$ cat config.mk
export PLATFORM = sky130hd
export DESIGN_NAME = slider_intervalometer_controller
export DESIGN_NICKNAME = d
export VERILOG_FILES = /design/src/hw/rtl/sic_pkg.sv /design/src/hw/rtl/sic_front.sv /design/src/hw/rtl/sic_queue.sv /design/src/hw/rtl/sic_exec.sv /design/src/hw/rtl/slider_intervalometer_controller.sv
export SDC_FILE = /design/constraint.sdc
export NUM_CORES = 1
export LEC_CHECK = 0
export BUFFER_PORTS_ARGS = -buffer_cell sky130_fd_sc_hd__buf_2
export CAP_MARGIN = 20
export CORE_AREA = 3 3 254 256
export DETAILED_ROUTE_END_ITERATION = 6
export DIE_AREA = 0 0 257 259
export PLACE_DENSITY = 0.76
export SLEW_MARGIN = 20
export SYNTH_ARGS = -nofsm -noshare
export SYNTH_HDL_FRONTEND = slang
export SYNTH_SLANG_ARGS = --single-unit
$ cat constraint.sdc
create_clock -name clk -period 28.8 [get_ports clk]
set_input_delay 2.88 -clock clk [delete_from_list [all_inputs] [get_ports clk]]
set_output_delay 2.88 -clock clk [all_outputs]
set_load 0.05 [all_outputs]
$ cat src/hw/rtl/sic_pkg.sv
// Shared types and constants for the slider intervalometer controller.
package sic_pkg;

	localparam int unsigned EXPO_W = 16;
	localparam int unsigned WAKE_W = 8;
	localparam int unsigned TPS_W = 10;
	localparam int unsigned CFG_IDX_W = 2;
	localparam int unsigned CFG_DATA_W = 16;
	localparam int unsigned VAL_W = 10;
	localparam int unsigned SEC_W = 8;
	localparam int unsigned TMR_W = 16;
	localparam int unsigned QUEUE_DEPTH = 2;

	localparam logic [CFG_IDX_W-1:0] CFG_EXPOSURE = 2'd0;
	localparam logic [CFG_IDX_W-1:0] CFG_WAKE = 2'd1;
	localparam logic [CFG_IDX_W-1:0] CFG_TPS = 2'd2;

	typedef enum logic [1:0] {
		BTN_PREV = 2'd0,
		BTN_DEC = 2'd1,
		BTN_INC = 2'd2,
		BTN_NEXT = 2'd3
	} button_t;

	typedef enum logic [1:0] {
		MENU_COUNT = 2'd0,
		MENU_INTERVAL = 2'd1,
		MENU_MOVE = 2'd2,
		MENU_SHOOT = 2'd3
	} menu_t;

	typedef enum logic [2:0] {
		PH_IDLE = 3'd0,
		PH_WAKE = 3'd1,
		PH_GAP = 3'd2,
		PH_FOCUS = 3'd3,
		PH_SHUT = 3'd4,
		PH_SETTLE = 3'd5,
		PH_MOTOR = 3'd6,
		PH_WAIT = 3'd7
	} phase_t;

	typedef enum logic [2:0] {
		EX_IDLE,
		EX_APPLY,
		EX_MOD,
		EX_DISP,
		EX_HMS,
		EX_OUT
	} exec_state_t;

	typedef struct packed {
		logic is_tick;
		logic new_second;
		button_t button;
	} cmd_t;

	typedef struct packed {
		logic focus_on;
		logic shutter_on;
		logic motor_on;
		logic [1:0] menu_position;
		logic [9:0] shot_target;
		logic [9:0] interval_s;
		logic [9:0] move_ms;
		logic [9:0] shots_done;
		logic [4:0] left_hours;
		logic [5:0] left_minutes;
		logic [5:0] left_seconds;
		logic [9:0] next_shot_in;
	} result_t;

endpackage

$ cat src/hw/rtl/sic_front.sv
// Front end: accepts beats, keeps the millisecond counter and marks second boundaries.
module sic_front (
	input  logic                            clk,
	input  logic                            arst_n,
	input  logic                            in_valid,
	output logic                            in_stall,
	input  logic                            in_mode,
	input  logic [1:0]                      in_button,
	input  logic [sic_pkg::TPS_W-1:0]       tps,
	input  logic                            q_full,
	output logic                            q_push,
	output sic_pkg::cmd_t                   q_cmd
);
	import sic_pkg::*;

	logic [TPS_W-1:0] ms_q;
	logic [TPS_W-1:0] ms_inc;
	logic wrap;

	assign in_stall = q_full;
	assign q_push = in_valid && !q_full;
	assign ms_inc = ms_q + 1'b1;
	assign wrap = (ms_inc >= tps) || (ms_inc == '0);

	always_comb begin
		q_cmd.is_tick = !in_mode;
		q_cmd.new_second = !in_mode && wrap;
		q_cmd.button = button_t'(in_button);
	end

	always_ff @(posedge clk or negedge arst_n) begin
		if (!arst_n) begin
			ms_q <= '0;
		end else if (q_push && !in_mode) begin
			ms_q <= wrap ? '0 : ms_inc;
		end
	end

endmodule

$ cat src/hw/rtl/sic_queue.sv
// Short command queue between the front end and the executor.
module sic_queue #(
	parameter int unsigned DEPTH = sic_pkg::QUEUE_DEPTH
) (
	input  logic          clk,
	input  logic          arst_n,
	input  logic          push,
	input  sic_pkg::cmd_t push_cmd,
	output logic          full,
	input  logic          pop,
	output logic          not_empty,
	output sic_pkg::cmd_t head_cmd
);
	import sic_pkg::*;

	localparam int unsigned PTR_W = (DEPTH > 1) ? $clog2(DEPTH) : 1;

	cmd_t slot_q [DEPTH];
	logic [PTR_W-1:0] wr_q;
	logic [PTR_W-1:0] rd_q;
	logic [PTR_W:0] cnt_q;

	assign full = (cnt_q == (PTR_W+1)'(DEPTH));
	assign not_empty = (cnt_q != '0);
	assign head_cmd = slot_q[rd_q];

	always_ff @(posedge clk) begin
		if (push) begin
			slot_q[wr_q] <= push_cmd;
		end
	end

	always_ff @(posedge clk or negedge arst_n) begin
		if (!arst_n) begin
			wr_q <= '0;
			rd_q <= '0;
			cnt_q <= '0;
		end else begin
			if (push) begin
				wr_q <= (wr_q == PTR_W'(DEPTH-1)) ? '0 : wr_q + 1'b1;
			end
			if (pop) begin
				rd_q <= (rd_q == PTR_W'(DEPTH-1)) ? '0 : rd_q + 1'b1;
			end
			cnt_q <= cnt_q + (PTR_W+1)'(push) - (PTR_W+1)'(pop);
		end
	end

`ifndef SYNTH
	a_no_overflow: assert property (@(posedge clk) disable iff (!arst_n)
		full |-> !push) else $error("queue overflow");
	a_no_underflow: assert property (@(posedge clk) disable iff (!arst_n)
		pop |-> not_empty) else $error("queue underflow");
	a_count_step: assert property (@(posedge clk) disable iff (!arst_n)
		(push && !pop) |=> cnt_q == $past(cnt_q) + 1'b1) else $error("count slip");
`endif

endmodule

$ cat src/hw/rtl/sic_exec.sv
// Back end: menu, shot sequencer, remaining-time arithmetic and result register.
module sic_exec (
	input  logic                            clk,
	input  logic                            arst_n,
	input  logic                            q_valid,
	input  sic_pkg::cmd_t                   q_cmd,
	output logic                            q_pop,
	input  logic [sic_pkg::EXPO_W-1:0]      exposure,
	input  logic [sic_pkg::WAKE_W-1:0]      wake_thr,
	output logic                            out_valid,
	input  logic                            out_stall,
	output sic_pkg::result_t                res
);
	import sic_pkg::*;

	exec_state_t st_q, st_d;
	menu_t menu_q;
	logic [VAL_W-1:0] target_q, interval_q, move_q, taken_q, countdown_q;
	logic [SEC_W-1:0] sec_q;
	phase_t phase_q;
	logic [TMR_W-1:0] timer_q;
	logic [4:0] hrs_q;
	logic [5:0] min_q, secs_q;
	cmd_t cmd_q;
	logic [SEC_W-1:0] rem_q;
	logic [VAL_W-1:0] div_q;
	logic [15:0] secs_acc_q;
	logic [15:0] prod_a_q, prod_b_q;
	logic res_valid_q;
	result_t res_q;

	logic [VAL_W-1:0] iv;
	logic mod_done;
	logic [5:0] min_quot;
	logic [5:0] sec_rest;

	function automatic logic [TMR_W-1:0] plen(phase_t ph, logic [EXPO_W-1:0] ex,
			logic [VAL_W-1:0] mv);
		unique case (ph)
			PH_WAKE: plen = TMR_W'(50);
			PH_GAP: plen = TMR_W'(100);
			PH_FOCUS: plen = TMR_W'(50);
			PH_SHUT: plen = ex;
			PH_SETTLE: plen = TMR_W'(200);
			PH_MOTOR: plen = TMR_W'(mv);
			PH_WAIT: plen = TMR_W'(1000);
			default: plen = '0;
		endcase
	endfunction

	assign iv = (interval_q == '0) ? VAL_W'(1) : interval_q;
	assign q_pop = (st_q == EX_IDLE) && q_valid;
	assign out_valid = res_valid_q;
	assign res = res_q;
	assign mod_done = (rem_q < SEC_W'(div_q)) || (div_q > VAL_W'(255));
	assign min_quot = 6'(({12'd0, secs_acc_q[11:0]} * 24'd4370) >> 18);
	assign sec_rest = secs_acc_q[5:0] - min_quot * 6'd60;

	always_comb begin
		st_d = st_q;
		unique case (st_q)
			EX_IDLE: if (q_valid) st_d = EX_APPLY;
			EX_APPLY: st_d = cmd_q.is_tick ? EX_MOD : EX_OUT;
			EX_MOD: if (mod_done) st_d = cmd_q.new_second ? EX_DISP : EX_OUT;
			EX_DISP: st_d = EX_HMS;
			EX_HMS: if (secs_acc_q < 16'd3600) st_d = EX_OUT;
			EX_OUT: if (!res_valid_q || !out_stall) st_d = EX_IDLE;
			default: st_d = EX_IDLE;
		endcase
	end

	always_ff @(posedge clk or negedge arst_n) begin
		if (!arst_n) begin
			st_q <= EX_IDLE;
		end else begin
			st_q <= st_d;
		end
	end

	// Sequencer step: advance phases, skipping zero-length ones (at most eight).
	phase_t ph_n;
	logic [TMR_W-1:0] tm_n;
	logic [VAL_W-1:0] tk_n;
	logic [SEC_W-1:0] sc_n;
	always_comb begin
		phase_t p;
		logic [TMR_W-1:0] t;
		logic go;
		ph_n = phase_q;
		tm_n = timer_q;
		tk_n = taken_q;
		sc_n = cmd_q.new_second ? sec_q + 1'b1 : sec_q;
		go = 1'b0;
		p = PH_IDLE;
		t = '0;
		if (phase_q != PH_IDLE) begin
			tm_n = timer_q - 1'b1;
			if (tm_n == '0) begin
				go = 1'b1;
				p = (phase_q == PH_WAIT) ? PH_IDLE : phase_t'(phase_q + 1'b1);
			end
		end
		for (int k = 0; k < 8; k++) begin
			if (go) begin
				if (p == PH_IDLE) begin
					ph_n = PH_IDLE;
					tm_n = '0;
					go = 1'b0;
				end else begin
					if (p == PH_WAIT) tk_n = tk_n + 1'b1;
					t = plen(p, exposure, move_q);
					tm_n = t;
					if (t != '0) begin
						ph_n = p;
						go = 1'b0;
					end else begin
						p = (p == PH_WAIT) ? PH_IDLE : phase_t'(p + 1'b1);
					end
				end
			end
		end
	end

	always_ff @(posedge clk or negedge arst_n) begin
		if (!arst_n) begin
			menu_q <= MENU_COUNT;
			target_q <= VAL_W'(60);
			interval_q <= VAL_W'(20);
			move_q <= VAL_W'(300);
			taken_q <= '0;
			sec_q <= '0;
			phase_q <= PH_IDLE;
			timer_q <= '0;
			hrs_q <= '0;
			min_q <= '0;
			secs_q <= '0;
			countdown_q <= '0;
			res_valid_q <= 1'b0;
		end else begin
			if (st_q == EX_APPLY) begin
				if (cmd_q.is_tick) begin
					sec_q <= sc_n;
					phase_q <= ph_n;
					timer_q <= tm_n;
					taken_q <= tk_n;
				end else if (phase_q == PH_IDLE) begin
					unique case (cmd_q.button)
						BTN_PREV: if (menu_q != MENU_COUNT) menu_q <= menu_t'(menu_q - 1'b1);
						BTN_DEC: begin
							if (menu_q == MENU_COUNT && target_q > 10'd1) begin
								if (target_q > 10'd60) target_q <= target_q - 10'd30;
								else if (target_q > 10'd20) target_q <= target_q - 10'd10;
								else target_q <= target_q - 10'd1;
							end else if (menu_q == MENU_INTERVAL && interval_q > 10'd2) begin
								if (interval_q > 10'd60) interval_q <= interval_q - 10'd10;
								else if (interval_q > 10'd20) interval_q <= interval_q - 10'd5;
								else interval_q <= interval_q - 10'd1;
							end else if (menu_q == MENU_MOVE && move_q > 10'd300) begin
								move_q <= move_q - 10'd100;
							end
						end
						BTN_INC: begin
							if (menu_q == MENU_COUNT && target_q < 10'd969) begin
								if (target_q >= 10'd60) target_q <= target_q + 10'd30;
								else if (target_q >= 10'd20) target_q <= target_q + 10'd10;
								else target_q <= target_q + 10'd1;
							end else if (menu_q == MENU_INTERVAL && interval_q < 10'd989) begin
								if (interval_q >= 10'd60) interval_q <= interval_q + 10'd10;
								else if (interval_q >= 10'd20) interval_q <= interval_q + 10'd5;
								else interval_q <= interval_q + 10'd1;
							end else if (menu_q == MENU_MOVE && move_q < 10'd900) begin
								move_q <= move_q + 10'd100;
							end
						end
						BTN_NEXT: begin
							if (menu_q != MENU_SHOOT) begin
								menu_q <= menu_t'(menu_q + 1'b1);
								if (menu_q == MENU_MOVE) sec_q <= '0;
							end
						end
						default: ;
					endcase
				end
			end
			// Start test needs seconds mod interval; run it after the mod loop on every tick.
			if (st_q == EX_MOD && mod_done && cmd_q.is_tick) begin
				if (phase_q == PH_IDLE && menu_q == MENU_SHOOT && taken_q < target_q &&
					(div_q > VAL_W'(255) ? sec_q == '0 : rem_q == '0)) begin
					phase_q <= (interval_q > VAL_W'(wake_thr)) ? PH_WAKE : PH_FOCUS;
					timer_q <= TMR_W'(50);
				end
				if (cmd_q.new_second && menu_q == MENU_SHOOT && taken_q < target_q) begin
					countdown_q <= iv - (div_q > VAL_W'(255) ? VAL_W'(sec_q) : VAL_W'(rem_q));
				end
			end
			if (st_q == EX_HMS && st_d == EX_OUT) begin
				min_q <= min_quot;
				secs_q <= sec_rest;
			end
			if (st_q == EX_DISP) begin
				hrs_q <= '0;
			end else if (st_q == EX_HMS && secs_acc_q >= 16'd3600) begin
				hrs_q <= hrs_q + 1'b1;
			end
			if (st_q == EX_OUT && (!res_valid_q || !out_stall)) begin
				res_valid_q <= 1'b1;
			end else if (res_valid_q && !out_stall) begin
				res_valid_q <= 1'b0;
			end
		end
	end

	// Datapath registers without reset.
	logic [15:0] base_sum;
	assign base_sum = prod_a_q - ((menu_q == MENU_SHOOT && taken_q < target_q) ?
		(prod_b_q - 16'(iv - (div_q > VAL_W'(255) ? VAL_W'(sec_q) : VAL_W'(rem_q))))
		: 16'd0);

	always_ff @(posedge clk) begin
		if (q_pop) begin
			cmd_q <= q_cmd;
		end
		if (st_q == EX_APPLY) begin
			// seconds counter after this beat
			rem_q <= cmd_q.is_tick ? sc_n : sec_q;
			div_q <= iv;
			prod_a_q <= 16'(target_q - 1'b1) * 16'(interval_q);
			prod_b_q <= 16'(tk_n) * 16'(interval_q);
		end else if (st_q == EX_MOD && !mod_done) begin
			rem_q <= rem_q - SEC_W'(div_q);
		end
		if (st_q == EX_DISP) begin
			secs_acc_q <= base_sum;
		end else if (st_q == EX_HMS && secs_acc_q >= 16'd3600) begin
			secs_acc_q <= secs_acc_q - 16'd3600;
		end
		if (st_q == EX_OUT && (!res_valid_q || !out_stall)) begin
			res_q.focus_on <= (phase_q == PH_WAKE || phase_q == PH_FOCUS ||
				phase_q == PH_SHUT);
			res_q.shutter_on <= (phase_q == PH_SHUT);
			res_q.motor_on <= (phase_q == PH_MOTOR);
			res_q.menu_position <= menu_q;
			res_q.shot_target <= target_q;
			res_q.interval_s <= interval_q;
			res_q.move_ms <= move_q;
			res_q.shots_done <= taken_q;
			res_q.left_hours <= hrs_q;
			res_q.left_minutes <= min_q;
			res_q.left_seconds <= secs_q;
			res_q.next_shot_in <= countdown_q;
		end
	end

`ifndef SYNTH
	a_pop_idle: assert property (@(posedge clk) disable iff (!arst_n)
		q_pop |=> st_q == EX_APPLY) else $error("pop outside idle");
	a_shut_focus: assert property (@(posedge clk) disable iff (!arst_n)
		res_valid_q && res_q.shutter_on |-> res_q.focus_on) else $error("shutter without focus");
	a_hold: assert property (@(posedge clk) disable iff (!arst_n)
		res_valid_q && out_stall |=> res_valid_q) else $error("result dropped");
`endif

endmodule

$ cat src/hw/rtl/slider_intervalometer_controller.sv
// Top level of the slider intervalometer controller.
// A press passes the idle, apply and output states; a tick adds the seconds-modulo loop,
// and a second boundary adds the display step and the hours loop after it.
// The executor takes a new beat only after the last one has left the output state;
// a stalled result holds the executor.
// Reset: asynchronous, active low; settings return to 60 shots, 20 s, 300 ms.
module slider_intervalometer_controller (
	input  logic                          clk,
	input  logic                          arst_n,
	input  logic                          in_valid,
	output logic                          in_stall,
	input  logic                          mode,
	input  logic [1:0]                    button,
	output logic                          out_valid,
	input  logic                          out_stall,
	output logic                          focus_on,
	output logic                          shutter_on,
	output logic                          motor_on,
	output logic [1:0]                    menu_position,
	output logic [9:0]                    shot_target,
	output logic [9:0]                    interval_s,
	output logic [9:0]                    move_ms,
	output logic [9:0]                    shots_done,
	output logic [4:0]                    left_hours,
	output logic [5:0]                    left_minutes,
	output logic [5:0]                    left_seconds,
	output logic [9:0]                    next_shot_in,
	input  logic                          cfg_we,
	input  logic [sic_pkg::CFG_IDX_W-1:0] cfg_index,
	input  logic [sic_pkg::CFG_DATA_W-1:0] cfg_data
);
	import sic_pkg::*;

	logic [EXPO_W-1:0] expo_q;
	logic [WAKE_W-1:0] wake_q;
	logic [TPS_W-1:0] tps_q;
	logic q_full, q_push, q_ne, q_pop;
	cmd_t push_cmd, head_cmd;
	result_t res;

	always_ff @(posedge clk or negedge arst_n) begin
		if (!arst_n) begin
			expo_q <= EXPO_W'(100);
			wake_q <= WAKE_W'(60);
			tps_q <= TPS_W'(1000);
		end else if (cfg_we) begin
			unique case (cfg_index)
				CFG_EXPOSURE: expo_q <= cfg_data;
				CFG_WAKE: wake_q <= cfg_data[WAKE_W-1:0];
				CFG_TPS: tps_q <= cfg_data[TPS_W-1:0];
				default: ;
			endcase
		end
	end

	sic_front u_front (
		.clk(clk), .arst_n(arst_n), .in_valid(in_valid), .in_stall(in_stall),
		.in_mode(mode), .in_button(button), .tps(tps_q), .q_full(q_full),
		.q_push(q_push), .q_cmd(push_cmd)
	);

	sic_queue #(.DEPTH(QUEUE_DEPTH)) u_queue (
		.clk(clk), .arst_n(arst_n), .push(q_push), .push_cmd(push_cmd),
		.full(q_full), .pop(q_pop), .not_empty(q_ne), .head_cmd(head_cmd)
	);

	sic_exec u_exec (
		.clk(clk), .arst_n(arst_n), .q_valid(q_ne), .q_cmd(head_cmd), .q_pop(q_pop),
		.exposure(expo_q), .wake_thr(wake_q), .out_valid(out_valid),
		.out_stall(out_stall), .res(res)
	);

	assign focus_on = res.focus_on;
	assign shutter_on = res.shutter_on;
	assign motor_on = res.motor_on;
	assign menu_position = res.menu_position;
	assign shot_target = res.shot_target;
	assign interval_s = res.interval_s;
	assign move_ms = res.move_ms;
	assign shots_done = res.shots_done;
	assign left_hours = res.left_hours;
	assign left_minutes = res.left_minutes;
	assign left_seconds = res.left_seconds;
	assign next_shot_in = res.next_shot_in;

endmodule

==> reports/metrics.json <==
{
  "critical_path": {
    "r2r_cells": 98,
    "critical_path.endpoint_type": "flop",
    "arrival_ns": 27.29,
    "critPathMostFrequentCell": "inv_1",
    "critPathSlowestCell": "ha_1",
    "critical_path_class": "flop to flop",
    "required_ns": 29.09,
    "crit_fanout": 18,
    "crit_path_max_incr_delay_ns": 0.57,
    "critPathLaunchType": "flop"
  },
  "placed_design": {
    "post-dp-hpwl_mm": 69.25,
    "gp_routability_congestion": 0.9899,
    "port_buffers": 97
  },
  "floorplan": {
    "io-pin-count": 100,
    "floorplan.initialDensity_pct": 49.62,
    "rows": 92,
    "die_area_um2": 66560,
    "core_area_um2": 62740,
    "die_width_um": 257,
    "floorplan.die.height_um": 259
  },
  "clock_network": {
    "clkSinkCount": 294,
    "clkLatencyLatePin_ns": 0.56,
    "ctsLongestPathBuffers": 3,
    "cts_made_buffers": 35,
    "htreeDepth": 2,
    "cts.clk_slew.worst_paths_ns": 0.06,
    "cts-hold-fix-buffers": 0,
    "postcts_resize_cnt": 0,
    "cts.root.buffer_cell": "clkbuf_16",
    "clock_tree_from_tritoncts": "yes",
    "post-cts-setup-buffers": 0
  },
  "route": {
    "via_per_instance_ratio": 6.060,
    "detail_route.wirelength_mm": 92.37,
    "ant_nets": 0,
    "dr_total_vias": 26878,
    "drt_first_pass_iters": 6,
    "drcViolationCount": 0,
    "dr.first_iter.drc_count": 2720,
    "routed_wire_length_per_instance_um": 20.83
  },
  "layout": {
    "final_cell_mix": "nand2_1, inv_1, ha_1",
    "finalNetCount": 4038,
    "final_layout_size_suffix_gt1_share_pct": 10.67,
    "n_antenna_cell": 0,
    "multiInputGateArea_um2": 21250,
    "area_delta_synth_final_pct": 8.039,
    "sequential_cell_area_um2": 8127,
    "mostFrequentLayoutCell": "nand2_1",
    "fillerInstances": 5668
  },
  "power_and_ir_drop": {
    "power_frac_comb_pct": 60.5,
    "total_power_mw": 2.984,
    "leakagePower_nw": 14.57,
    "sequentialPowerShare_pct": 24.6,
    "vdd_ir_drop_max_mv": 0.2390,
    "share_clk_of_total_power_pct": 15.0,
    "powerDensity_nw_per_um2": 88.72,
    "internal_power_mw": 1.620,
    "p_sw_mw": 1.363,
    "switching_power_share_of_the_total_pct": 45.69
  },
  "logic_synthesis": {
    "synthCells": 3546,
    "yosys.area_share.simple_pct": 19.05,
    "synth_cell_type_count": 114,
    "synth_compound_area_share_pct": 16.68,
    "ys_async_sr_fraction_pct": 49.66,
    "synthAdderAreaFrac_pct": 21.61,
    "synth_top_family_by_area": "adder cells",
    "yosysWarningCount": 0,
    "synth-seq-cells": 294,
    "synth-xor-area-share_pct": 7.103,
    "mappedNetlistArea_um2": 31130,
    "syn_avg_cell_area_um2": 8.778,
    "yosysSeqAreaShare_pct": 26.11,
    "synth_enable_flop_cells": 148,
    "synth_top_flop_cell": "edfxtp_1",
    "fraction_of_synthesized_area_in_multiplexers_pct": 3.457
  },
  "job": {
    "timing.max_cap.violations": 0
  },
  "worst_hold_path": {
    "worst_hold_path.num_cells": 0,
    "hold_class": "flop to flop"
  },
  "global_route": {
    "groute.layer.met2.usage_pct": 42.00,
    "maximum_number_of_pins_on_one_net_before_global_route_repair": 81,
    "met1_global_route_usage_pct": 38.93,
    "antenna_violations_before_repair": 0,
    "grt_overflow": 0,
    "vias_in_the_first_global_route": 25998,
    "grt_first_pass_wirelength_mm": 145.8,
    "grt_use_met3_pct": 4.673,
    "grt_use_total_pct": 27.27,
    "grt_busiest_layer": "met2"
  },
  "timing": {
    "setup_violations": 0,
    "hold_viol_final": 0,
    "tightestPinTransition_ns": 1.091,
    "post-route-min-period_ns": 27.01,
    "finalCritPeriodShare_pct": 93.77,
    "fmaxAchievable_ghz": 0.03703,
    "timing.max_slew.rel_slack_pct": 26.33,
    "max_transition_viols_final": 0,
    "fin_hold_ws_ns": 0.4439,
    "skew_ns": 0.02479,
    "grt_setup_unrepaired": "no",
    "final.setup.tns_ns": 0
  },
  "outcome": {
    "status": "finished clean"
  }
}
[cell usage after synthesis, drive strengths merged, types with 12 or more instances]
| library cell | count | area [µm²] |
|---|---|---|
| or4 | 13 | 108.9 |
| nand2b | 52 | 325.3 |
| mux2 | 75 | 855.8 |
| a22oi | 19 | 142.6 |
| and3 | 22 | 148.9 |
| nand2 | 392 | 1476 |
| o211ai | 20 | 150.1 |
| inv | 313 | 1175 |
| nor2 | 282 | 1066 |
| dfrtp | 123 | 3078 |
| a211o | 17 | 157.7 |
| or3 | 31 | 203.9 |
| a22o | 14 | 122.6 |
| nor3 | 77 | 417.9 |
| clkbuf | 145 | 545.5 |
| o31a | 12 | 105.1 |
| nand4 | 41 | 262.8 |
| a221o | 13 | 130.1 |
| o31ai | 29 | 231.5 |
| a31oi | 22 | 143.9 |
| ha | 304 | 3804 |
| xnor2 | 183 | 1629 |
| buf | 17 | 120.1 |
| o21a | 14 | 105.1 |
| a21oi | 213 | 1089 |
| a221oi | 16 | 140.1 |
| nor2b | 33 | 206.5 |
| o22ai | 16 | 100.1 |
| a211oi | 29 | 227.7 |
| a21o | 52 | 390.4 |
| or2 | 17 | 106.4 |
| nor4 | 35 | 280.3 |
| nand3 | 66 | 330.3 |
| fa | 146 | 2923 |
| edfxtp | 148 | 4444 |
| o21bai | 37 | 277.8 |
| dfstp | 23 | 604.3 |
| xor2 | 63 | 559.3 |
| o21ai | 167 | 839.6 |
| and2 | 103 | 644.4 |
| mux2i | 22 | 220.2 |
[flip-flops by register name, summed over array words and instances (netlist names), 8 cells and up]
register / flops
u_exec.rem_q: 8
u_exec.taken_q: 10
u_exec.move_q: 8
u_exec.timer_q: 16
u_exec.interval_q: 10
u_exec.target_q: 10
u_exec.res: 70
tps_q: 10
u_queue.slot_q: 8
u_exec.countdown_q: 10
u_exec.prod_a_q: 16
u_exec.sec_q: 8
u_exec.prod_b_q: 16
expo_q: 16
wake_q: 8
u_front.ms_q: 10
u_exec.secs_acc_q: 16
u_exec.div_q: 10
[critical path: cells and delay by family (launching register included)]
kind | cells | cell delay (ns)
buffers and inverters | 14 | 1.68
DFF | 1 | 0.48
AOI/OAI and AO/OA | 32 | 9.00
adders and majority gates | 17 | 6.85
and+or+nand+nor | 31 | 7.85
xor gates and xnor gates | 4 | 0.86
[metrics by stage]
step	util (%)	setup WS (ns)	std cells	area [µm²]
3_5_place_dp	51.60	1.899	4370	32370
5_1_grt	53.61	0.08085	4435	33630
2_1_floorplan	-	6.006	3547	31130
6_report	53.61	1.794	4435	33630
3_3_place_gp	51.60	2.623	4370	32370
4_1_cts	53.45	1.799	4434	33530
[final timing paths]
kind / from / endpoint / slack [ns]
hold reg to reg: u_exec.min_q[1] / u_exec.res[17] / 0.44
hold / removal: u_exec.min_q[1] / u_exec.res[17] / 0.44
min in group asynchronous: arst_n / u_exec.secs_q[2] / 2.35
setup / recovery: u_exec.timer_q[0] / u_exec.prod_b_q[15] / 1.79
setup reg to reg: u_exec.timer_q[0] / u_exec.prod_b_q[15] / 1.79
max in group asynchronous: arst_n / u_exec.move_q[7] / 25.29
[power by group through the flow]
stage	clock network [mW]	logic [mW]	registers (mW)
finish	0.447	1.80	0.733
CTS	0.456	1.80	0.728
detailed placement	0	1.78	0.733
global placement	0	1.73	0.730
floorplan	0	1.36	0.733
global route	0.474	2.02	0.746
[cell type report]
cell class,instances,area share (%)
timing repair buffer,140,2.493
tap,846,3.148
clock buffer,45,2.839
sequential,294,24.16
multi-input combinational,2772,63.19
clock inverter,19,0.6027
inverter,319,3.561
[per-layer routing]
layer | part of all wire [%] | vias to the layer above
met4 | 3.6 | 0
met3 | 9.3 | 218
met1 | 44 | 12931
met2 | 44 | 1319
li1 | - | 12410
met5 | 0 | -
[cells by family (layout without fill, tap and decap cells)]
| group | after synthesis | in the layout |
|---|---|---|
| AND/OR/NAND/NOR | 1203 | 1203 |
| buffers and inverters | 481 | 523 |
| multiplexers | 97 | 97 |
| adder cells (fa/ha/maj) | 450 | 450 |
| XOR/XNOR | 247 | 247 |
| flip-flops | 294 | 294 |
| AO/OA/AOI/OAI | 773 | 773 |
| other | 1 | 2 |
(Power assumes the default switching activity.)
